**config.mk**
```make
export PLATFORM = sky130hd
export DESIGN_NAME = multi_byte_flag_byte_stuffer_core
export DESIGN_NICKNAME = d
export VERILOG_FILES = /design/src/rtl/core/mbfs_pkg.sv /design/src/rtl/core/multi_byte_flag_byte_stuffer_core.sv /design/src/rtl/core/mbfs_front.sv /design/src/rtl/core/mbfs_back.sv
export SDC_FILE = /design/constraint.sdc
export NUM_CORES = 1
export LEC_CHECK = 0
export BUFFER_PORTS_ARGS = -buffer_cell sky130_fd_sc_hd__buf_2
export CORE_MARGIN = 2
export CORE_UTILIZATION = 50
export DETAILED_ROUTE_END_ITERATION = 8
export PLACE_DENSITY = 0.68
export SETUP_SLACK_MARGIN = 0.4
export SYNTH_ARGS = -nofsm -noshare
export SYNTH_HDL_FRONTEND = slang
export SYNTH_HIERARCHICAL = 1
export SYNTH_SLANG_ARGS = --single-unit
```
**constraint.sdc**
```tcl
create_clock -name clk_i -period 10.5 [get_ports clk_i]
set_input_delay 0.525 -clock clk_i [delete_from_list [all_inputs] [get_ports clk_i]]
set_output_delay 0.525 -clock clk_i [all_outputs]
set_load 0.02 [all_outputs]
```
**src/rtl/core/mbfs_pkg.sv**
```systemverilog
package mbfs_pkg;

  localparam int MaxFlagBytes = 4;
  localparam int IdxW         = $clog2(MaxFlagBytes);
  localparam int LenW         = $clog2(MaxFlagBytes + 1);
  localparam int PatW         = 32;
  localparam int QueueDepth   = 4;
  localparam int QPtrW        = $clog2(QueueDepth);
  localparam int QCntW        = $clog2(QueueDepth + 1);

  typedef enum logic [2:0] {
    CfgStartPattern = 3'd0,
    CfgStartLength  = 3'd1,
    CfgEndPattern   = 3'd2,
    CfgEndLength    = 3'd3,
    CfgEscapeByte   = 3'd4
  } cfg_idx_e;

  typedef enum logic [2:0] {
    StIdle,
    StStart,
    StLoop,
    StStuff,
    StEnd
  } state_e;

  // One queued payload beat, tagged by the front with whether it opens a frame.
  typedef struct packed {
    logic [7:0] data;
    logic       last;
    logic       opens;
  } beat_t;

  typedef struct packed {
    logic [PatW-1:0] start_pattern;
    logic [LenW-1:0] start_len;
    logic [PatW-1:0] end_pattern;
    logic [LenW-1:0] end_len;
    logic [7:0]      escape;
  } cfg_t;

  // A length of zero acts as one; lengths above the window size are clipped.
  function automatic logic [LenW-1:0] eff_len(input logic [2:0] raw);
    logic [LenW-1:0] len;
    if (raw == 3'd0) begin
      len = LenW'(1);
    end else if (int'(raw) > MaxFlagBytes) begin
      len = LenW'(MaxFlagBytes);
    end else begin
      len = LenW'(raw);
    end
    return len;
  endfunction

  // Pattern bytes beyond the register read as zero.
  function automatic logic [7:0] pat_byte(input logic [PatW-1:0] pat,
                                          input logic [IdxW-1:0] k);
    logic [MaxFlagBytes*8+PatW-1:0] ext;
    ext = {(MaxFlagBytes*8)'(0), pat};
    return ext[8*k +: 8];
  endfunction

  // True when the window still has a decision to make.
  function automatic logic more_work(input logic [LenW-1:0] fill,
                                     input logic            last,
                                     input logic [LenW-1:0] need);
    return (fill != '0) && (last || (fill >= need));
  endfunction

endpackage

```
**src/rtl/core/multi_byte_flag_byte_stuffer_core.sv**
```systemverilog
// Accepted beats go into the queue; the back end pops one into its lookahead window
// only while idle, and each result byte is registered before it appears on m_axis.
// The output engine emits one result byte per cycle while m_axis is not stalled and
// takes no new beat before it is done with the last; a four-entry queue decouples
// input from engine. Reset: configuration returns to its defaults, no frame is open,
// the window and the queue are empty.
module multi_byte_flag_byte_stuffer_core (
  input  logic        clk_i,
  input  logic        rst_ni,
  input  logic        s_axis_tvalid,
  output logic        s_axis_tready,
  input  logic [7:0]  s_axis_tdata,   // [7:0] data_byte
  input  logic        s_axis_tlast,   // frame_last
  output logic        m_axis_tvalid,
  input  logic        m_axis_tready,
  output logic [7:0]  m_axis_tdata,   // [7:0] out_byte
  output logic [0:0]  m_axis_tuser,   // [0] frame_done
  output logic        m_axis_tlast,   // run_last
  input  logic        cfg_valid_i,
  output logic        cfg_ready_o,
  input  logic [2:0]  cfg_index_i,
  input  logic [31:0] cfg_data_i
);

  mbfs_pkg::cfg_t  cfg_q;
  logic            q_valid;
  logic            q_pop;
  mbfs_pkg::beat_t q_beat;
  logic            done;

  assign cfg_ready_o = 1'b1;

  always_ff @(posedge clk_i or negedge rst_ni) begin
    if (!rst_ni) begin
      cfg_q.start_pattern <= mbfs_pkg::PatW'(2);
      cfg_q.start_len     <= mbfs_pkg::LenW'(1);
      cfg_q.end_pattern   <= mbfs_pkg::PatW'(3);
      cfg_q.end_len       <= mbfs_pkg::LenW'(1);
      cfg_q.escape        <= 8'd27;
    end else if (cfg_valid_i && cfg_ready_o) begin
      case (mbfs_pkg::cfg_idx_e'(cfg_index_i))
        mbfs_pkg::CfgStartPattern: cfg_q.start_pattern <= cfg_data_i;
        mbfs_pkg::CfgStartLength:  cfg_q.start_len <= mbfs_pkg::eff_len(cfg_data_i[2:0]);
        mbfs_pkg::CfgEndPattern:   cfg_q.end_pattern <= cfg_data_i;
        mbfs_pkg::CfgEndLength:    cfg_q.end_len <= mbfs_pkg::eff_len(cfg_data_i[2:0]);
        mbfs_pkg::CfgEscapeByte:   cfg_q.escape <= cfg_data_i[7:0];
        default: begin
          cfg_q <= cfg_q;
        end
      endcase
    end
  end

  mbfs_front u_front (
    .clk_i      (clk_i),
    .rst_ni     (rst_ni),
    .in_valid_i (s_axis_tvalid),
    .in_ready_o (s_axis_tready),
    .in_data_i  (s_axis_tdata),
    .in_last_i  (s_axis_tlast),
    .q_valid_o  (q_valid),
    .q_pop_i    (q_pop),
    .q_beat_o   (q_beat)
  );

  mbfs_back u_back (
    .clk_i       (clk_i),
    .rst_ni      (rst_ni),
    .cfg_i       (cfg_q),
    .q_valid_i   (q_valid),
    .q_pop_o     (q_pop),
    .q_beat_i    (q_beat),
    .out_valid_o (m_axis_tvalid),
    .out_ready_i (m_axis_tready),
    .out_byte_o  (m_axis_tdata),
    .out_done_o  (done),
    .out_last_o  (m_axis_tlast)
  );

  assign m_axis_tuser = done;

endmodule

```
**src/rtl/core/mbfs_front.sv**
```systemverilog
module mbfs_front (
  input  logic          clk_i,
  input  logic          rst_ni,
  input  logic          in_valid_i,
  output logic          in_ready_o,
  input  logic [7:0]    in_data_i,
  input  logic          in_last_i,
  output logic          q_valid_o,
  input  logic          q_pop_i,
  output mbfs_pkg::beat_t q_beat_o
);

  mbfs_pkg::beat_t                 mem_q [mbfs_pkg::QueueDepth];
  logic [mbfs_pkg::QPtrW-1:0]      wr_ptr_q, wr_ptr_d;
  logic [mbfs_pkg::QPtrW-1:0]      rd_ptr_q, rd_ptr_d;
  logic [mbfs_pkg::QCntW-1:0]      count_q, count_d;
  logic                            opens_q, opens_d;
  logic                            push;
  logic                            pop;
  mbfs_pkg::beat_t                 wr_beat;

  assign in_ready_o = (count_q != mbfs_pkg::QCntW'(mbfs_pkg::QueueDepth));
  assign q_valid_o  = (count_q != '0);
  assign q_beat_o   = mem_q[rd_ptr_q];

  assign push = in_valid_i && in_ready_o;
  assign pop  = q_pop_i && q_valid_o;

  // The first beat after reset, or after a last beat, opens a new frame.
  always_comb begin
    wr_beat.data  = in_data_i;
    wr_beat.last  = in_last_i;
    wr_beat.opens = opens_q;
    opens_d  = push ? in_last_i : opens_q;
    wr_ptr_d = push ? wr_ptr_q + mbfs_pkg::QPtrW'(1) : wr_ptr_q;
    rd_ptr_d = pop ? rd_ptr_q + mbfs_pkg::QPtrW'(1) : rd_ptr_q;
    count_d  = count_q;
    if (push && !pop) begin
      count_d = count_q + mbfs_pkg::QCntW'(1);
    end else if (pop && !push) begin
      count_d = count_q - mbfs_pkg::QCntW'(1);
    end
  end

  always_ff @(posedge clk_i or negedge rst_ni) begin
    if (!rst_ni) begin
      wr_ptr_q <= '0;
      rd_ptr_q <= '0;
      count_q  <= '0;
      opens_q  <= 1'b1;
    end else begin
      wr_ptr_q <= wr_ptr_d;
      rd_ptr_q <= rd_ptr_d;
      count_q  <= count_d;
      opens_q  <= opens_d;
    end
  end

  always_ff @(posedge clk_i) begin
    if (push) begin
      mem_q[wr_ptr_q] <= wr_beat;
    end
  end

endmodule

```
**src/rtl/core/mbfs_back.sv**
```systemverilog
module mbfs_back (
  input  logic            clk_i,
  input  logic            rst_ni,
  input  mbfs_pkg::cfg_t  cfg_i,
  input  logic            q_valid_i,
  output logic            q_pop_o,
  input  mbfs_pkg::beat_t q_beat_i,
  output logic            out_valid_o,
  input  logic            out_ready_i,
  output logic [7:0]      out_byte_o,
  output logic            out_done_o,
  output logic            out_last_o
);

  mbfs_pkg::state_e             state_q, state_d;
  logic [7:0]                   win_q [mbfs_pkg::MaxFlagBytes];
  logic [7:0]                   win_d [mbfs_pkg::MaxFlagBytes];
  logic [mbfs_pkg::LenW-1:0]    fill_q, fill_d;
  logic [mbfs_pkg::IdxW-1:0]    k_q, k_d;
  logic                         sel_end_q, sel_end_d;
  logic                         cur_last_q, cur_last_d;
  logic                         out_valid_q;
  logic [7:0]                   out_byte_q;
  logic                         out_done_q;
  logic                         out_last_q;

  logic                         fire;
  logic                         emit;
  logic [7:0]                   emit_byte;
  logic                         emit_done;
  logic                         emit_last;
  logic                         drop_en;
  logic [mbfs_pkg::LenW-1:0]    drop_n;
  logic [mbfs_pkg::LenW-1:0]    need;
  logic [mbfs_pkg::LenW-1:0]    fill_inc;
  logic [mbfs_pkg::LenW-1:0]    fill_after;
  logic [mbfs_pkg::PatW-1:0]    stuff_pat;
  logic [mbfs_pkg::LenW-1:0]    stuff_len;
  logic [mbfs_pkg::LenW-1:0]    stage_len;
  logic                         stage_final;
  logic                         next_more;
  logic                         start_hit;
  logic                         end_hit;
  logic [mbfs_pkg::MaxFlagBytes-1:0] start_ok;
  logic [mbfs_pkg::MaxFlagBytes-1:0] end_ok;
  logic [mbfs_pkg::LenW:0]      src_idx;

  // The output register may load when empty or when its beat leaves now.
  assign fire      = !out_valid_q || out_ready_i;
  assign need      = (cfg_i.start_len > cfg_i.end_len) ? cfg_i.start_len : cfg_i.end_len;
  assign fill_inc  = fill_q + mbfs_pkg::LenW'(1);
  assign stuff_pat = sel_end_q ? cfg_i.end_pattern : cfg_i.start_pattern;
  assign stuff_len = sel_end_q ? cfg_i.end_len : cfg_i.start_len;
  assign q_pop_o   = (state_q == mbfs_pkg::StIdle) && q_valid_i;

  // Head compare against both patterns; bytes past the pattern length are don't-care.
  always_comb begin
    for (int k = 0; k < mbfs_pkg::MaxFlagBytes; k++) begin
      start_ok[k] = (mbfs_pkg::LenW'(k) >= cfg_i.start_len) ||
                    (win_q[k] == mbfs_pkg::pat_byte(cfg_i.start_pattern,
                                                    mbfs_pkg::IdxW'(k)));
      end_ok[k]   = (mbfs_pkg::LenW'(k) >= cfg_i.end_len) ||
                    (win_q[k] == mbfs_pkg::pat_byte(cfg_i.end_pattern,
                                                    mbfs_pkg::IdxW'(k)));
    end
    start_hit = (fill_q >= cfg_i.start_len) && (&start_ok);
    end_hit   = (fill_q >= cfg_i.end_len) && (&end_ok);
  end

  always_comb begin
    case (state_q)
      mbfs_pkg::StStart: stage_len = cfg_i.start_len;
      mbfs_pkg::StStuff: stage_len = stuff_len;
      mbfs_pkg::StEnd:   stage_len = cfg_i.end_len;
      default:           stage_len = mbfs_pkg::LenW'(1);
    endcase
    stage_final = (k_q == mbfs_pkg::IdxW'(stage_len - mbfs_pkg::LenW'(1)));

    case (state_q)
      mbfs_pkg::StLoop:  fill_after = fill_q - mbfs_pkg::LenW'(1);
      mbfs_pkg::StStuff: fill_after = fill_q - stuff_len;
      default:           fill_after = fill_q;
    endcase
    next_more = mbfs_pkg::more_work(fill_after, cur_last_q, need);
  end

  // Output and datapath control.
  always_comb begin
    emit       = 1'b0;
    emit_byte  = '0;
    emit_done  = 1'b0;
    emit_last  = 1'b0;
    drop_en    = 1'b0;
    drop_n     = mbfs_pkg::LenW'(1);
    fill_d     = fill_q;
    k_d        = k_q;
    sel_end_d  = sel_end_q;
    cur_last_d = cur_last_q;

    case (state_q)
      mbfs_pkg::StIdle: begin
        if (q_valid_i) begin
          fill_d     = fill_inc;
          cur_last_d = q_beat_i.last;
          k_d        = '0;
        end
      end
      mbfs_pkg::StStart: begin
        emit      = fire;
        emit_byte = mbfs_pkg::pat_byte(cfg_i.start_pattern, k_q);
        emit_last = stage_final && !next_more && !cur_last_q;
        if (fire) begin
          k_d = stage_final ? '0 : k_q + mbfs_pkg::IdxW'(1);
        end
      end
      mbfs_pkg::StLoop: begin
        emit = fire;
        if (start_hit || end_hit) begin
          emit_byte = cfg_i.escape;
          if (fire) begin
            sel_end_d = !start_hit;
            k_d       = '0;
          end
        end else begin
          emit_byte = win_q[0];
          emit_last = !next_more && !cur_last_q;
          if (fire) begin
            drop_en = 1'b1;
            fill_d  = fill_after;
          end
        end
      end
      mbfs_pkg::StStuff: begin
        emit      = fire;
        emit_byte = mbfs_pkg::pat_byte(stuff_pat, k_q);
        emit_last = stage_final && !next_more && !cur_last_q;
        drop_n    = stuff_len;
        if (fire) begin
          if (stage_final) begin
            drop_en = 1'b1;
            fill_d  = fill_after;
            k_d     = '0;
          end else begin
            k_d = k_q + mbfs_pkg::IdxW'(1);
          end
        end
      end
      mbfs_pkg::StEnd: begin
        emit      = fire;
        emit_byte = mbfs_pkg::pat_byte(cfg_i.end_pattern, k_q);
        emit_done = stage_final;
        emit_last = stage_final;
        if (fire) begin
          if (stage_final) begin
            fill_d = '0;
            k_d    = '0;
          end else begin
            k_d = k_q + mbfs_pkg::IdxW'(1);
          end
        end
      end
      default: begin
        emit = 1'b0;
      end
    endcase
  end

  // Window update: insert at the fill point, or shift the head out.
  always_comb begin
    src_idx = '0;
    win_d   = win_q;
    if (q_pop_o) begin
      win_d[fill_q[mbfs_pkg::IdxW-1:0]] = q_beat_i.data;
    end
    if (drop_en) begin
      for (int k = 0; k < mbfs_pkg::MaxFlagBytes; k++) begin
        src_idx = (mbfs_pkg::LenW+1)'(k) + {1'b0, drop_n};
        if (src_idx < (mbfs_pkg::LenW+1)'(mbfs_pkg::MaxFlagBytes)) begin
          win_d[k] = win_q[src_idx[mbfs_pkg::IdxW-1:0]];
        end
      end
    end
  end

  // Next state.
  always_comb begin
    mbfs_pkg::state_e after_st;
    after_st = next_more ? mbfs_pkg::StLoop
             : (cur_last_q ? mbfs_pkg::StEnd : mbfs_pkg::StIdle);
    state_d  = state_q;
    case (state_q)
      mbfs_pkg::StIdle: begin
        if (q_valid_i) begin
          if (q_beat_i.opens) begin
            state_d = mbfs_pkg::StStart;
          end else if (mbfs_pkg::more_work(fill_inc, q_beat_i.last, need)) begin
            state_d = mbfs_pkg::StLoop;
          end
        end
      end
      mbfs_pkg::StStart: begin
        if (fire && stage_final) begin
          state_d = after_st;
        end
      end
      mbfs_pkg::StLoop: begin
        if (fire) begin
          state_d = (start_hit || end_hit) ? mbfs_pkg::StStuff : after_st;
        end
      end
      mbfs_pkg::StStuff: begin
        if (fire && stage_final) begin
          state_d = after_st;
        end
      end
      mbfs_pkg::StEnd: begin
        if (fire && stage_final) begin
          state_d = mbfs_pkg::StIdle;
        end
      end
      default: begin
        state_d = mbfs_pkg::StIdle;
      end
    endcase
  end

  always_ff @(posedge clk_i or negedge rst_ni) begin
    if (!rst_ni) begin
      state_q     <= mbfs_pkg::StIdle;
      fill_q      <= '0;
      k_q         <= '0;
      sel_end_q   <= 1'b0;
      cur_last_q  <= 1'b0;
      out_valid_q <= 1'b0;
    end else begin
      state_q    <= state_d;
      fill_q     <= fill_d;
      k_q        <= k_d;
      sel_end_q  <= sel_end_d;
      cur_last_q <= cur_last_d;
      if (emit) begin
        out_valid_q <= 1'b1;
      end else if (out_ready_i) begin
        out_valid_q <= 1'b0;
      end
    end
  end

  always_ff @(posedge clk_i) begin
    win_q <= win_d;
    if (emit) begin
      out_byte_q <= emit_byte;
      out_done_q <= emit_done;
      out_last_q <= emit_last;
    end
  end

  assign out_valid_o = out_valid_q;
  assign out_byte_o  = out_byte_q;
  assign out_done_o  = out_done_q;
  assign out_last_o  = out_last_q;

  a_fill_bound: assert property (@(posedge clk_i) disable iff (!rst_ni)
    fill_q <= mbfs_pkg::LenW'(mbfs_pkg::MaxFlagBytes))
    else $error("window fill exceeds window size");

  a_start_one_byte: assert property (@(posedge clk_i) disable iff (!rst_ni)
    (state_q == mbfs_pkg::StStart) |-> (fill_q == mbfs_pkg::LenW'(1)))
    else $error("start flag sent with a stale window");

  a_end_empty: assert property (@(posedge clk_i) disable iff (!rst_ni)
    (state_q == mbfs_pkg::StEnd) |-> (fill_q == '0))
    else $error("end flag sent before the window was flushed");

  a_done_is_last: assert property (@(posedge clk_i) disable iff (!rst_ni)
    (out_valid_q && out_done_q) |-> out_last_q)
    else $error("frame end beat not marked as last of its run");

  a_stuff_after_escape: assert property (@(posedge clk_i) disable iff (!rst_ni)
    $rose(state_q == mbfs_pkg::StStuff) |->
      ($past(state_q) == mbfs_pkg::StLoop) && $past(out_ready_i || !out_valid_q))
    else $error("stuffed pattern without a preceding escape");

endmodule
```
==> Word-level counts from Yosys, hierarchy flattened <==
Memories as Yosys holds them, arrays and structs flattened.
Index checks and enable logic that the tools add are counted.
W data, S select, Z words.
{ "word_totals": {"word_cells": 223, "output_inout_bits": 13, "regBits": 139, "ramBits": 40, "input_bits": 49, "memories": 1} }
{ "mem_list": {"columns": ["name", "depth", "width", "read_ports", "rd_ports_with_merged_regs", "wr", "line", "text"], "rows": [
  ["u_front.mem_q", 4, 10, 1, 0, 1, "mbfs_front.sv:13", "mbfs_pkg::beat_t mem_q [mbfs_pkg::QueueDepth];"]
]} }
{ "op_classes": {"n_eq_ne": 30, "n_bitwise": 5, "shift": 3, "n_reduce_logical": 57, "n_addsub": 12, "n_lt_le_gt_ge": 24, "muxes": 69} }
{ "op_table": {"columns": ["operator", "count"], "rows": [
  ["$shiftx A64 B6 Y8", 3],
  ["$mux W8", 14],
  ["$mux W32", 3],
  ["$mux W3", 23],
  ["$bmux W8 S2", 4],
  ["$eq A8 B8 Y1", 8],
  ["$bwmux W32", 1],
  ["$pmux W8 S4", 1],
  ["$pmux W3 S4", 2],
  ["$ne A2 B1 Y1 const B", 10],
  ["$demux W8 S2", 1],
  ["$ge A3 B3 Y1 const B", 5],
  ["$not A2 Y3", 5],
  ["$logic_and A1 B1 Y1", 14],
  ["$eq A3 B2 Y1 const B", 4],
  ["$ge A1 B3 Y1 const A", 4],
  ["$ge A2 B3 Y1 const A", 4],
  ["$ge A3 B3 Y1", 4],
  ["$logic_or A1 B1 Y1", 12],
  ["$lt A4 B3 Y1 const B", 3],
  ["$pmux W2 S3", 2],
  ["$reduce_and A2 Y1", 6],
  ["$reduce_bool A3 Y1", 4],
  ["$mux W1", 10],
  ["31 further kinds", 53]
]} }

==> Depth between registers and ports, before layout <==
{ "logic_depth": {"depth_word": 10, "depth_mapped": 17, "mapped_depth_nobuf": 17} }

==> By module <==
The synthesis kept the hierarchy.
{ "by_module_without_submodules": {"columns": ["module", "area_per_inst_um2", "n_inst", "cells_per_inst", "seq_area_each_um2"], "rows": [
  ["mbfs_back", 5203.7, 1, 550, 1216.2],
  ["multi_byte_flag_byte_stuffer_core", 3009.1, 1, 174, 1963.1],
  ["mbfs_front", 1905.6, 1, 89, 1402.6]
]} }

==> Worst setup path before layout <==
Ideal clock, no wire load.
{ "synth_path": {"kind": "reg-to-reg", "from": "reg u_back.sel_end_q", "to": "reg u_back.out_last_q (netlist: u_back/out_last_o), data pin", "slack_ns": 7.097, "path_buffers": 2, "arrival_ns": 3.138, "setup_time_ns": 0.264, "stages_incl_launch_ff": 16, "synth_period_minus_slack_ns": 3.403, "required_time_ns": 10.236, "cell_sequence": "dfrtp_1 buf_4 nand2b_1 a21boi_0 nor2_1 clkbuf_1 inv_1 fa_1 nand2_1 o21ai_0 ha_1 a211oi_1 maj3_1 o21a_1 o21ai_0 o21ai_0"} }
{ "synth_between": {"elab_chain_cells": 10, "word_cells_on_any_way": 16, "cone_classes": "add/sub (2); order compare (1); eq/ne (1); mux (5); reduce/logical (7)"} }
{ "synth_lines": {"columns": ["element", "line", "text"], "rows": [
  ["start, declared", "mbfs_back.sv:20", "logic sel_end_q, sel_end_d;"],
  ["start signal, assigned", "mbfs_back.sv:239", "sel_end_q <= sel_end_d;"],
  ["$mux W3 *", "mbfs_back.sv:53", "assign stuff_len = sel_end_q ? cfg_i.end_len : cfg_i.start_len;"],
  ["$sub A3 B3 Y3", "mbfs_back.sv:81", "mbfs_pkg::StStuff: fill_after = fill_q - stuff_len;"],
  ["$pmux W3 S2", "mbfs_back.sv:79", "case (state_q)"],
  ["$ge A3 B3 Y1", "mbfs_pkg.sv:67", "return (fill != '0) && (last || (fill >= need));"],
  ["$logic_or A1 B1 Y1", "mbfs_pkg.sv:67", null],
  ["$logic_and A1 B1 Y1", "mbfs_pkg.sv:67", null],
  ["$logic_not A1 Y1", "mbfs_back.sv:111, mbfs_back.sv:126, mbfs_back.sv:136", null],
  ["$logic_and A1 B1 Y1, on equally long branches", "mbfs_back.sv:126, mbfs_back.sv:111, mbfs_back.sv:136", null],
  ["$mux W1 / $logic_and A1 B1 Y1 (equally long branches)", "mbfs_back.sv:118, mbfs_back.sv:111, mbfs_back.sv:136", null],
  ["$pmux W1 S3 *", "mbfs_back.sv:100", "case (state_q)"],
  ["named net u_back.emit_last", "mbfs_back.sv:31", "logic emit_last;"],
  ["end signal, assigned", "mbfs_back.sv:254", "out_last_q <= emit_last;"],
  ["end, declared", "mbfs_back.sv:25", "logic out_last_q;"]
]} }
Mark *: on every way through the listed nets, which the timed path passes. The rest lies on a longest branch.
A chain may end at the register's enable or synchronous reset.

==> Worst setup path after layout <==
{ "layout_path": {"from": "reg u_back.state_q[0]", "to": "reg u_back.out_last_q (netlist: u_back/out_last_o), data pin"} }
{ "layout_between": {"elab_chain_cells": 9, "word_cells_on_any_way": 19, "cone_classes": "add/sub (1); order compare (1); eq/ne (5); mux (4); reduce/logical (8)"} }
{ "layout_lines": {"columns": ["element", "line", "text"], "rows": [
  ["start, declared", "mbfs_back.sv:15", "mbfs_pkg::state_e state_q, state_d;"],
  ["start signal, assigned", "mbfs_back.sv:229", "state_q <= mbfs_pkg::StIdle;"],
  ["start signal, assigned", "mbfs_back.sv:236", "state_q <= state_d;"],
  ["$eq A3 B2 Y1, on equally long branches", "mbfs_back.sv:71, mbfs_back.sv:79, mbfs_back.sv:100", null],
  ["$pmux W3 S2", "mbfs_back.sv:79", null],
  ["$ge A3 B3 Y1", "mbfs_pkg.sv:67", null],
  ["$logic_or A1 B1 Y1", "mbfs_pkg.sv:67", null],
  ["$logic_and A1 B1 Y1", "mbfs_pkg.sv:67", null],
  ["$logic_not A1 Y1", "mbfs_back.sv:111, mbfs_back.sv:126, mbfs_back.sv:136", null],
  ["$logic_and A1 B1 Y1, on equally long branches", "mbfs_back.sv:126, mbfs_back.sv:111, mbfs_back.sv:136", null],
  ["$mux W1 / $logic_and A1 B1 Y1 (equally long branches)", "mbfs_back.sv:118, mbfs_back.sv:111, mbfs_back.sv:136", null],
  ["$pmux W1 S3 *", "mbfs_back.sv:100", null],
  ["named net u_back.emit_last", "mbfs_back.sv:31", null]
]} }
Marks and branches as above.

==> summary.txt <==
Outcome
  • Outcome: completed

Min path
  • Hold Crit Class: in -> async

Floorplan
  • IO Pins: a little over 60
  • Initial Util: 50.5%
  • Area of the die: 21,400 sq um
  • Row count: between 50 and 60
  • Total core area: 20,000 sq um
  • Die X: 146 um
  • Die Y: 146 um

Routing
  • Avg WL per Cell: 20.4 um
  • Final WL: 23.3 mm
  • Drt pass-1 iters: 5
  • Initial DRC Count: between 400 and 500
  • DR vias: 6,591
  • Drc violations: 0
  • Antenna viol nets, final: 0
  • DR vias/cell: 5.76

GRT
  • Largest net degree at the start of global routing: 56
  • Initial antenna violation count: 1
  • Vias in the first global route: 6,681
  • Total global routing overflow: 0
  • First-pass GRT wire length: 37.3 mm
  • Gr usage total: a little under a quarter

Placement
  • Dpl hpwl: approximately 17 mm
  • Placed inst area: 10,600 sq um
  • Gpl congestion: 0.861
  • Dpl ws: 6.42 ns
  • Cells after DPL: between 1,000 and 1,500
  • I/O Buffers: 60

Worst setup path
  • Startpoint type of the worst setup path: register
  • R2r startpoint: u_back/state_q[0]
  • Crit-path slowest cell: nor2_1
  • Worst Path Max Fanout: 19
  • Worst path buffer plus inverter count: 1
  • Crit Path Class: reg -> reg
  • Crit path launch: u_back/state_q[0]
  • CP Cell Sequence: nand3b_1 -> nor2_1 -> inv_1 -> fa_1 -> nand2_1 -> o21ai_0 -> ha_1 -> a211oi_1 -> maj3_1 -> o21a_1 -> o21ai_0 -> o21ai_0
  • Critical Path Max Stage Delay: between 0.9 and 1 ns
  • Most frequent cell on the critical path: o21ai_0
  • Worst EP arrival: 4.29 ns
  • Cell family with most CP delay: simple AND/OR/NAND/NOR gates
  • Worst EP required: 10.67 ns
  • Critical Path End Type: register

Clocking
  • Resized Gates After CTS: 0
  • CTS buffer count: 17
  • CTS tree: yes
  • Number of setup buffers added after CTS: 0
  • Worst-Skew Late Latency: ~0.44 ns
  • Root Buffer: clkbuf_16
  • CTS Hold Bufs: 0
  • CTS HTree Levels: 4
  • CTS Sinks: 179
  • Clock transition at the registers of the reported paths: 0.08 ns
  • Clock Path Buffers: 2

Timing
  • Endpoints failing setup: 0
  • Final hold vios: 0
  • Worst slew margin: 27.0%
  • Setup TNS: 0 ns
  • RSZ-0062 raised after global routing: no
  • Fin worst setup slack: 6.39 ns
  • F_max: about 0.24 GHz
  • Final min period: 4.11 ns
  • Hold Slack: 0.0524 ns
  • Clock Skews: approximately 0.013 ns
  • Fin. max-slew vios: 0
  • Slew @ Worst Pin: 1.09 ns
  • Period utilisation layout: between 30% and 40%

Finish
  • Core Util, Final: 55.9%
  • Syn-to-layout area delta: 10.6%
  • # diodes: 0
  • Commonest non-fill, non-tap cell in the layout: mux2_2
  • Fin nets: 940
  • Finished Layout Cells: about 1,100
  • Most frequent cells in the layout: mux2_2, dfrtp_1, mux2i_1
  • Share of layout cells above drive strength 1: 28.1%
  • Post-Layout Inst Area: 11,200 sq um

Power
  • VDD IR max: 0.000125 V
  • Leakage: 4.64 nW
  • P per Cell Area: 303 nW/um^2
  • Power Total: 3.39 mW

Logic synthesis
  • Post-Syn Nets: 891
  • Cells after Synth: 813
  • Synth cell types: 80
  • Flops & latches, synth: 179
  • Post-Syn Area: around 10,000 sq um
  • Synth warnings: 6
  • Post-synth EDFFs: 50
  • Async set or reset register ratio after synthesis: between 50% and 60%
  • Register area share after synthesis: 45.3%
  • Dominant synthesized flop cell: dfrtp_1
  • Synth Area per Inst: 12.4 sq um

Job
  • Max cap viols: 0
[registers in the layout, indices dropped and copies added, names as in the netlist]
register / count
u_front/count_q: 3
u_back/out_valid_o: 1
u_front/opens_q: 1
u_back/sel_end_q: 1
u_back/out_done_o: 1
u_front/mem_q: 40
u_back/fill_q: 3
u_back/out_byte_o: 8
cfg_q: 78
u_back/win_q: 32
u_back/k_q: 2
u_back/out_last_o: 1
u_front/wr_ptr_q: 2
u_back/state_q: 3
u_back/cur_last_q: 1
u_front/rd_ptr_q: 2
[Yosys cell counts, types with 8 or more instances]
library cell  number  area, sq um
a21oi_1           17         85.1
buf_6              8         90.1
clkbuf_1          10         37.5
dfrtp_1           87         2180
dfstp_2           10          263
dfxtp_1           32          641
edfxtp_1          50         1500
ha_1              27          338
inv_1             33          124
mux2_1            12          135
mux2_2            88          991
mux2i_1           85          851
mux4_2            26          586
nand2_1           58          218
nand2b_1           9         56.3
nor2_1            15         56.3
nor4_1            11         68.8
o211ai_1          11         82.6
o21ai_0           16         80.1
o221ai_1           9         78.8
o22ai_1           13         81.3
xnor2_1           30          263
xor2_1            44          385
[area by class of cell]
| class | instances | area, sq um |
|---|---|---|
| repair buffers | 65 | 340 |
| well taps | 270 | 338 |
| fillers | 1742 | 8840 |
| multi-input cells | 565 | 5180 |
| inverters | 34 | 128 |
| flip-flops and latches | 179 | 4580 |
| clock buffers | 17 | 425 |
| clock inverters | 15 | 200 |
[path summary, 6_finish.rpt]
path                                       end  slack [ns]  cells past startpoint
min in group clk_i         u_front/mem_q[2][3]        0.29                      1
hold reg to reg             u_front/count_q[2]        0.49                      1
max in group asynchronous     u_back/fill_q[2]        9.30                      2
setup / recovery             u_back/out_last_o        6.39                     12
setup reg to reg             u_back/out_last_o        6.39                     12
hold / removal                       cfg_q[14]        0.05                      1
[per-layer routing]
metal	vias up	part of all wire, %	track usage, %
met5	-	0.056	0
met4	2	1.3	6.50
met3	25	5.0	4.56
met2	178	48	36.7
met1	3291	46	30.9
li1	3095	-	-
[kinds of logic after synthesis]
logic type	share of synthesized area [%]
xor gates and xnor gates	6.41
DFF	45.3
AOI/OAI and AO/OA	6.67
other	0.0371
muxes	25.6
adders and majority gates	3.83
and+or+nand+nor	8.50
buffers and inverters	3.66
[where the power goes]
part	internal [mW]	switching, mW	total, mW
Clock	0.347	0.315	0.663
Combinational	0.693	0.762	1.45
Sequential	0.964	0.308	1.27
(Power assumes the default switching activity.)
